**src/rtl/core/bdq_pkg.sv**
```systemverilog
// Package for the button debounce event queue.
// Types, codes and field widths shared by all rtl/core files; no dependencies.
package bdq_pkg;

    localparam int BUTTON_COUNT     = 2;
    localparam int QUEUE_SLOTS_DEF  = 8;
    localparam int PUSH_N           = 2 * BUTTON_COUNT;
    localparam int BTN_W            = 1;
    localparam int NOW_W            = 32;
    localparam int DEB_W            = 16;
    localparam int S_TDATA_W        = 40;
    localparam int S_TUSER_W        = 2;
    localparam int M_TDATA_W        = 8;
    localparam int M_TUSER_W        = 1;
    localparam int PADDR_W          = 3;
    localparam int PDATA_W          = 32;

    localparam logic [DEB_W-1:0] DEBOUNCE_RESET = 16'd50;
    localparam logic             REG_DEBOUNCE   = 1'b0;

    typedef enum logic [1:0] {
        KIND_SAMPLE = 2'd0,
        KIND_POP    = 2'd1,
        KIND_INIT   = 2'd2
    } t_kind;

    typedef enum logic [1:0] {
        CODE_PRESSED  = 2'd0,
        CODE_RELEASED = 2'd1,
        CODE_SHORT    = 2'd2
    } t_code;

    typedef struct packed {
        logic [BTN_W-1:0] button;
        t_code            code;
    } t_event;

    typedef struct packed {
        logic   valid;
        t_event ev;
    } t_push_req;

endpackage

```
**src/rtl/core/button_debounce_event_queue.sv**
```systemverilog
// Top level: time-based debounce of two buttons with an event queue.
// Depends on bdq_pkg and bdq_event_fifo.
//
//  channel  | ports       | fields (low bit up)
//  ---------+-------------+---------------------------------------------------
//  s        | i_s_*       | tdata: raw_pressed[1:0], now_ms[33:2]; tuser: kind
//  m        | o_m_*       | tdata: event_button, event_code, stable_levels; tuser: event_valid
//  apb      | i_p*, o_p*  | reg 0 @0x0: debounce_ms[15:0]
//
// One request per cycle sustained while m accepts; each request passes the input
// register, then the result register. A two-entry output (result register plus
// skid) keeps s ready while one result waits. Sync active-low reset clears levels,
// change times and queue pointers; queue storage is not cleared.
module button_debounce_event_queue #(
    parameter int QUEUE_SLOTS = bdq_pkg::QUEUE_SLOTS_DEF
) (
    input  logic                          i_clk,
    input  logic                          i_rst_n,
    input  logic                          i_s_tvalid,
    output logic                          o_s_tready,
    input  logic [bdq_pkg::S_TDATA_W-1:0] i_s_tdata,  // raw_pressed, now_ms, pad
    input  logic [bdq_pkg::S_TUSER_W-1:0] i_s_tuser,  // kind
    output logic                          o_m_tvalid,
    input  logic                          i_m_tready,
    output logic [bdq_pkg::M_TDATA_W-1:0] o_m_tdata,  // event_button, event_code,
                                                      // stable_levels, pad
    output logic [bdq_pkg::M_TUSER_W-1:0] o_m_tuser,  // event_valid
    input  logic                          i_psel,
    input  logic                          i_penable,
    input  logic                          i_pwrite,
    input  logic [bdq_pkg::PADDR_W-1:0]   i_paddr,
    input  logic [bdq_pkg::PDATA_W-1:0]   i_pwdata,
    output logic [bdq_pkg::PDATA_W-1:0]   o_prdata,
    output logic                          o_pready
);
    import bdq_pkg::*;

    // configuration
    logic [DEB_W-1:0] r_debounce;

    assign o_pready = 1'b1;
    assign o_prdata = (i_paddr[2] == REG_DEBOUNCE) ? {{(PDATA_W-DEB_W){1'b0}}, r_debounce}
                                                  : '0;

    always_ff @(posedge i_clk) begin
        if (!i_rst_n) begin
            r_debounce <= DEBOUNCE_RESET;
        end else if (i_psel && i_penable && i_pwrite && o_pready
                     && (i_paddr[2] == REG_DEBOUNCE)) begin
            r_debounce <= i_pwdata[DEB_W-1:0];
        end
    end

    // input register
    logic                    r_in_valid;
    logic [S_TUSER_W-1:0]    r_in_kind;
    logic [BUTTON_COUNT-1:0] r_in_raw;
    logic [NOW_W-1:0]        r_in_now;
    logic                    r_skid_valid;
    logic                    fire;

    assign fire       = r_in_valid && !r_skid_valid;
    assign o_s_tready = !r_in_valid || fire;

    always_ff @(posedge i_clk) begin
        if (!i_rst_n) begin
            r_in_valid <= 1'b0;
        end else if (o_s_tready) begin
            r_in_valid <= i_s_tvalid;
        end
    end

    always_ff @(posedge i_clk) begin
        if (o_s_tready && i_s_tvalid) begin
            r_in_kind <= i_s_tuser;
            r_in_raw  <= i_s_tdata[BUTTON_COUNT-1:0];
            r_in_now  <= i_s_tdata[BUTTON_COUNT +: NOW_W];
        end
    end

    // debounce state
    logic [BUTTON_COUNT-1:0] r_last, n_last;
    logic [BUTTON_COUNT-1:0] r_stable, n_stable;
    logic [NOW_W-1:0]        r_ct [BUTTON_COUNT];
    logic [NOW_W-1:0]        n_ct [BUTTON_COUNT];
    t_push_req [PUSH_N-1:0]  push;
    logic                    pop;
    logic                    fifo_empty;
    t_event                  fifo_head;

    always_comb begin
        logic [NOW_W-1:0] elapsed;
        n_last   = r_last;
        n_stable = r_stable;
        n_ct     = r_ct;
        push     = '0;
        pop      = 1'b0;
        elapsed  = '0;
        if (fire) begin
            unique case (t_kind'(r_in_kind))
                KIND_SAMPLE: begin
                    for (int b = 0; b < BUTTON_COUNT; b++) begin
                        if (r_in_raw[b] != r_last[b]) begin
                            n_last[b] = r_in_raw[b];
                            n_ct[b]   = r_in_now;
                        end
                        elapsed = r_in_now - n_ct[b];
                        if ((elapsed >= {{(NOW_W-DEB_W){1'b0}}, r_debounce})
                            && (n_stable[b] != n_last[b])) begin
                            n_stable[b]             = n_last[b];
                            push[2*b].valid         = 1'b1;
                            push[2*b].ev.button     = BTN_W'(b);
                            push[2*b].ev.code       = n_last[b] ? CODE_PRESSED
                                                                : CODE_RELEASED;
                            push[2*b+1].valid       = !n_last[b];
                            push[2*b+1].ev.button   = BTN_W'(b);
                            push[2*b+1].ev.code     = CODE_SHORT;
                        end
                    end
                end
                KIND_POP: begin
                    pop = 1'b1;
                end
                KIND_INIT: begin
                    for (int b = 0; b < BUTTON_COUNT; b++) begin
                        n_last[b]   = r_in_raw[b];
                        n_stable[b] = r_in_raw[b];
                        n_ct[b]     = r_in_now;
                    end
                end
                default: begin
                end
            endcase
        end
    end

    always_ff @(posedge i_clk) begin
        if (!i_rst_n) begin
            r_last   <= '0;
            r_stable <= '0;
            for (int b = 0; b < BUTTON_COUNT; b++) begin
                r_ct[b] <= '0;
            end
        end else begin
            r_last   <= n_last;
            r_stable <= n_stable;
            r_ct     <= n_ct;
        end
    end

    bdq_event_fifo #(
        .QUEUE_SLOTS (QUEUE_SLOTS)
    ) u_fifo (
        .i_clk   (i_clk),
        .i_rst_n (i_rst_n),
        .i_push  (push),
        .i_pop   (pop),
        .o_empty (fifo_empty),
        .o_head  (fifo_head)
    );

    // result and output stage
    logic                 res_valid;
    logic [M_TDATA_W-1:0] res_data;
    logic                 r_out_valid;
    logic [M_TDATA_W-1:0] r_out_data;
    logic                 r_out_user;
    logic [M_TDATA_W-1:0] r_skid_data;
    logic                 r_skid_user;

    assign res_valid = pop && !fifo_empty;
    assign res_data  = {{(M_TDATA_W-BTN_W-2-BUTTON_COUNT){1'b0}}, n_stable,
                        res_valid ? fifo_head.code   : CODE_PRESSED,
                        res_valid ? fifo_head.button : {BTN_W{1'b0}}};

    always_ff @(posedge i_clk) begin
        if (!i_rst_n) begin
            r_out_valid  <= 1'b0;
            r_skid_valid <= 1'b0;
        end else if (i_m_tready || !r_out_valid) begin
            r_out_valid  <= r_skid_valid || fire;
            r_skid_valid <= 1'b0;
        end else if (fire) begin
            r_skid_valid <= 1'b1;
        end
    end

    always_ff @(posedge i_clk) begin
        if (i_m_tready || !r_out_valid) begin
            if (r_skid_valid) begin
                r_out_data <= r_skid_data;
                r_out_user <= r_skid_user;
            end else if (fire) begin
                r_out_data <= res_data;
                r_out_user <= res_valid;
            end
        end else if (fire) begin
            r_skid_data <= res_data;
            r_skid_user <= res_valid;
        end
    end

    assign o_m_tvalid = r_out_valid;
    assign o_m_tdata  = r_out_data;
    assign o_m_tuser  = r_out_user;

endmodule

```
**src/rtl/core/bdq_event_fifo.sv**
```systemverilog
// Ring FIFO of button events, up to PUSH_N pushes per cycle in order, one pop.
// Depends on bdq_pkg.
module bdq_event_fifo #(
    parameter int QUEUE_SLOTS = bdq_pkg::QUEUE_SLOTS_DEF
) (
    input  logic                                       i_clk,
    input  logic                                       i_rst_n,
    input  bdq_pkg::t_push_req [bdq_pkg::PUSH_N-1:0]   i_push,
    input  logic                                       i_pop,
    output logic                                       o_empty,
    output bdq_pkg::t_event                            o_head
);
    import bdq_pkg::*;

    localparam int PTR_W = $clog2(QUEUE_SLOTS);

    function automatic logic [PTR_W-1:0] f_next(input logic [PTR_W-1:0] s);
        return (s == PTR_W'(QUEUE_SLOTS - 1)) ? '0 : s + 1'b1;
    endfunction

    t_event           r_mem [QUEUE_SLOTS];
    logic [PTR_W-1:0] r_rp, n_rp;
    logic [PTR_W-1:0] r_wp, n_wp;
    logic [PTR_W-1:0] wr_addr [PUSH_N];
    logic [PUSH_N-1:0] wr_en;

    assign o_empty = (r_rp == r_wp);
    assign o_head  = r_mem[r_rp];

    // pushes are applied in order; a push into a full ring is dropped
    always_comb begin
        n_wp = r_wp;
        for (int k = 0; k < PUSH_N; k++) begin
            wr_en[k]   = 1'b0;
            wr_addr[k] = n_wp;
            if (i_push[k].valid && (f_next(n_wp) != r_rp)) begin
                wr_en[k] = 1'b1;
                n_wp     = f_next(n_wp);
            end
        end
        n_rp = (i_pop && !o_empty) ? f_next(r_rp) : r_rp;
    end

    always_ff @(posedge i_clk) begin
        if (!i_rst_n) begin
            r_rp <= '0;
            r_wp <= '0;
        end else begin
            r_rp <= n_rp;
            r_wp <= n_wp;
        end
    end

    always_ff @(posedge i_clk) begin
        for (int k = 0; k < PUSH_N; k++) begin
            if (wr_en[k]) begin
                r_mem[wr_addr[k]] <= i_push[k].ev;
            end
        end
    end

endmodule

```
**config.mk**
```make
export PLATFORM = sky130hd
export DESIGN_NAME = button_debounce_event_queue
export DESIGN_NICKNAME = d
export VERILOG_FILES = /design/src/rtl/core/bdq_pkg.sv /design/src/rtl/core/button_debounce_event_queue.sv /design/src/rtl/core/bdq_event_fifo.sv
export SDC_FILE = /design/constraint.sdc
export NUM_CORES = 1
export LEC_CHECK = 0
export BUFFER_PORTS_ARGS = -buffer_cell sky130_fd_sc_hd__buf_2
export CELL_PAD_IN_SITES_DETAIL_PLACEMENT = 1
export CELL_PAD_IN_SITES_GLOBAL_PLACEMENT = 1
export CORE_MARGIN = 2
export CORE_UTILIZATION = 30
export CTS_CLUSTER_DIAMETER = 150
export DETAILED_ROUTE_END_ITERATION = 6
export GPL_ROUTABILITY_DRIVEN = 0
export GPL_TIMING_DRIVEN = 0
export PLACE_DENSITY_LB_ADDON = 0.15
export SYNTH_ARGS = -nofsm -noshare
export SYNTH_HDL_FRONTEND = slang
export SYNTH_SLANG_ARGS = --single-unit
```
**constraint.sdc**
```tcl
create_clock -name i_clk -period 12.7 [get_ports i_clk]
set_clock_uncertainty 0.15 [all_clocks]
set_input_delay 2.54 -clock i_clk [delete_from_list [all_inputs] [get_ports i_clk]]
set_output_delay 2.54 -clock i_clk [all_outputs]
set_load 0.02 [all_outputs]
```
==> run metrics <==
Post-layout nets=1887; CP endpoint kind=flip-flop; relative slew slack=24.05%; Final Max Slew Viols=0; CP Max Fanout=10; antenna violations before repair=1; r2r startpoint=r_in_raw[0]; count of final hold-check violations=0; CTS clock-pin slew for the worst setup and hold paths=0.07 ns; post-route insts no fill=~2300; WL/cell=20.22 µm; area delta synth->final=15.64%; biggest cell delay along the critical path=roughly 0.52 ns; core footprint=0.04412 mm²; worst-skew pair later-pin latency=0.49 ns; #FFs+latches synth=168; design area=0.01548 mm²; first-pass GRT wire length=74220 µm; Post-synth ARST share=0%; post-DP HPWL=37680 µm; Max Cap Violations=0; ANT cells=0; final WL=46730 µm; Tot GR Track Use=20.65%; Crit Path Category=reg2reg; GRT overflow=0; Die Y=215.3 µm; total CTS buffers=17; Post-synth EDFFs=64; Layout Utilization=35.08%; Worst-Margin Slew=1.131 ns; Fillers=5262; sequential area share after synthesis=between 20% and 30%; TritonCTS clock tree=built; I/O Buffers=approximately 80; CTS root buf=clkbuf_16; cell mode on critical path=ha_1; Post-Place Setup Slack=-1.831 ns; VDD IR-drop max=0.07698 mV; cells after synthesis=1577; dominant synthesized flop cell=dfxtp_1; num rows=77; crit path time final=12.11 ns; placed inst area=0.01464 mm²; Clock Sinks=168; maximum clock frequency=82.60 MHz; DP Cell Count=2271; Synth warnings=0; Synth area leaders=dfxtp_1 (16%), edfxtp_1 (14%), ha_1 (9.0%), mux2i_1 (7.7%), a21oi_1 (4.6%); Post-Syn Area=0.01339 mm²; # DRC=0; CTS HTree Levels=4; hold crit path type=reg2reg; arrival time worst endpoint=12.15 ns; hold_sp=r_debounce[3]; Leak Pwr=6.840 nW; Final setup viols=0; final period utilization=between 90% and 100%; Worst Setup SP=r_in_raw[0]; iteration count of the initial detailed-routing pass=5; biggest area consumer among synthesized cells=dfxtp_1; final hold slack=0.3124 ns; pin count of the biggest net entering global routing=28; vias per cell=roughly 5.3; share of cells above drive strength 1=13.15%; hold_buf cts=0; top-area cell type share of the netlist area=15.55%; boundary pin count=between 100 and 150; vias in the first global route=12800; Starting Density=30.34%; Die X-Extent=215.3 µm; Starting DRT DRC Count=601; critical path startpoint category=flip-flop; Clock Path Buffers=2; vias=12300; Synth Area per Inst=8.489 µm²; Slowest-stage cell, CP=o41ai_4; post-route ant nets=0; status=finished, final reports clean; Unique masters post-synth=98; Power Density=110.2 mW/mm²; Worst EP required=~13 ns; die area=0.04633 mm²; PnR worst setup slack=0.5931 ns
stage by stage:
step	TNS (ns)	power, mW
global placement	-49.96	1.135
detailed placement	-58.59	1.143
floorplan	0	0.9866
CTS	0	1.724
finish	0	1.706
global route	-0.06772	1.810
report_power, final:
part           switching (mW)  total (mW)  internal (mW)
registers              0.0206       0.600          0.579
clock network           0.261       0.559          0.297
logic                   0.338       0.547          0.209
total                   0.620        1.71           1.09
final timing paths:
check / to / slack, ns / depth (start not counted)
setup / recovery: u_fifo.r_mem[1][2] / 0.59 / 48
hold / removal: r_debounce[3] / 0.31 / 2
setup reg to reg: u_fifo.r_mem[1][2] / 0.59 / 48
hold reg to reg: r_debounce[3] / 0.31 / 2
flip-flops by register name, summed over array words and instances (netlist names), 2 cells and up, named ones only:
signal	flops
r_last	2
r_stable	2
r_debounce	16
u_fifo.r_wp	3
o_m_tdata	5
r_in_raw	2
r_in_now	32
r_skid_data	5
r_in_kind	2
r_ct	64
u_fifo.r_rp	3
u_fifo.r_mem	24
cell type report:
type | instances | area, µm² | share of cell area [%]
buffer | 99 | 489.2 | 3.160
timing repair buffer | 92 | 495.5 | 3.201
tap | 592 | 740.7 | 4.785
clock buffer | 17 | 425.4 | 2.748
sequential | 168 | 4004 | 25.86
multi-input combinational | 1259 | 8880 | 57.36
inverter | 69 | 261.5 | 1.689
clock inverter | 15 | 185.2 | 1.196
critical path: cells and delay by family (launching register included):
family / cells / cell delay, ns
compound gates: 12 / 3.01
simple gates: 13 / 2.68
fa+ha+maj: 8 / 2.43
buf+inv: 9 / 1.58
mux: 3 / 0.99
flops: 1 / 0.49
xor+xnor: 3 / 0.46
repair_timing:
item	in CTS	in global routing
buffers inserted	1	7
pin swaps	2	6
setup endpoints to repair	43	43
gates resized for setup	24	17
hold endpoints to repair	0	0
kinds of logic (layout without fill, tap and decap cells):
group                      Yosys count  count (layout)  synth area share [%]
AOI/OAI and AO/OA                  462             462                 23.53
xor gates and xnor gates            54              54                 3.757
adders and majority gates           97              97                 9.121
buffers and inverters              168             292                 5.449
DFF                                168             168                 29.91
muxes                              116             116                 9.299
other                                2              20               0.05610
and+or+nand+nor                    510             510                 18.88
Yosys cell counts, types with 10 or more instances:
library cell	count
a21o_1	47
a21oi_1	122
a31oi_1	12
and2_1	11
buf_2	13
buf_4	22
clkbuf_1	59
dfxtp_1	104
edfxtp_1	64
ha_1	96
inv_1	68
mux2i_1	103
nand2_1	135
nand2b_1	34
nand3_1	21
nand4_1	31
nor2_1	149
nor2b_1	20
nor3_1	29
nor4_1	16
o211a_1	38
o21a_1	12
o21ai_0	104
o21bai_1	10
xnor2_1	30
xor2_1	20
placed cells by master (no fill, tap or decap), types with 17 or more instances in the layout:
master	Yosys	layout
nor2_1	149	149
nand2_1	135	134
a21oi_1	122	121
dfxtp_1	104	104
o21ai_0	104	102
mux2i_1	103	100
ha_1	96	95
buf_2	13	93
inv_1	68	67
edfxtp_1	64	64
clkbuf_1	59	58
a21o_1	47	46
o211a_1	38	38
nand2b_1	34	34
buf_4	22	31
nand4_1	31	31
xnor2_1	30	30
nor3_1	29	29
nand3_1	21	21
xor2_1	20	20
nor2b_1	20	20
conb_1	2	20
clkbuf_16	0	17
per-layer routing:
metal | share of wire, % | routed length, µm | GRT usage [%]
met5 | 0.028 | 13 | 0
met4 | 2.5 | 1179 | 7.287
met3 | 3.6 | 1665 | 4.275
met2 | 46 | 21370 | 33.09
met1 | 48 | 22500 | 27.47
Note: power is estimated with default switching activity, not from simulation.
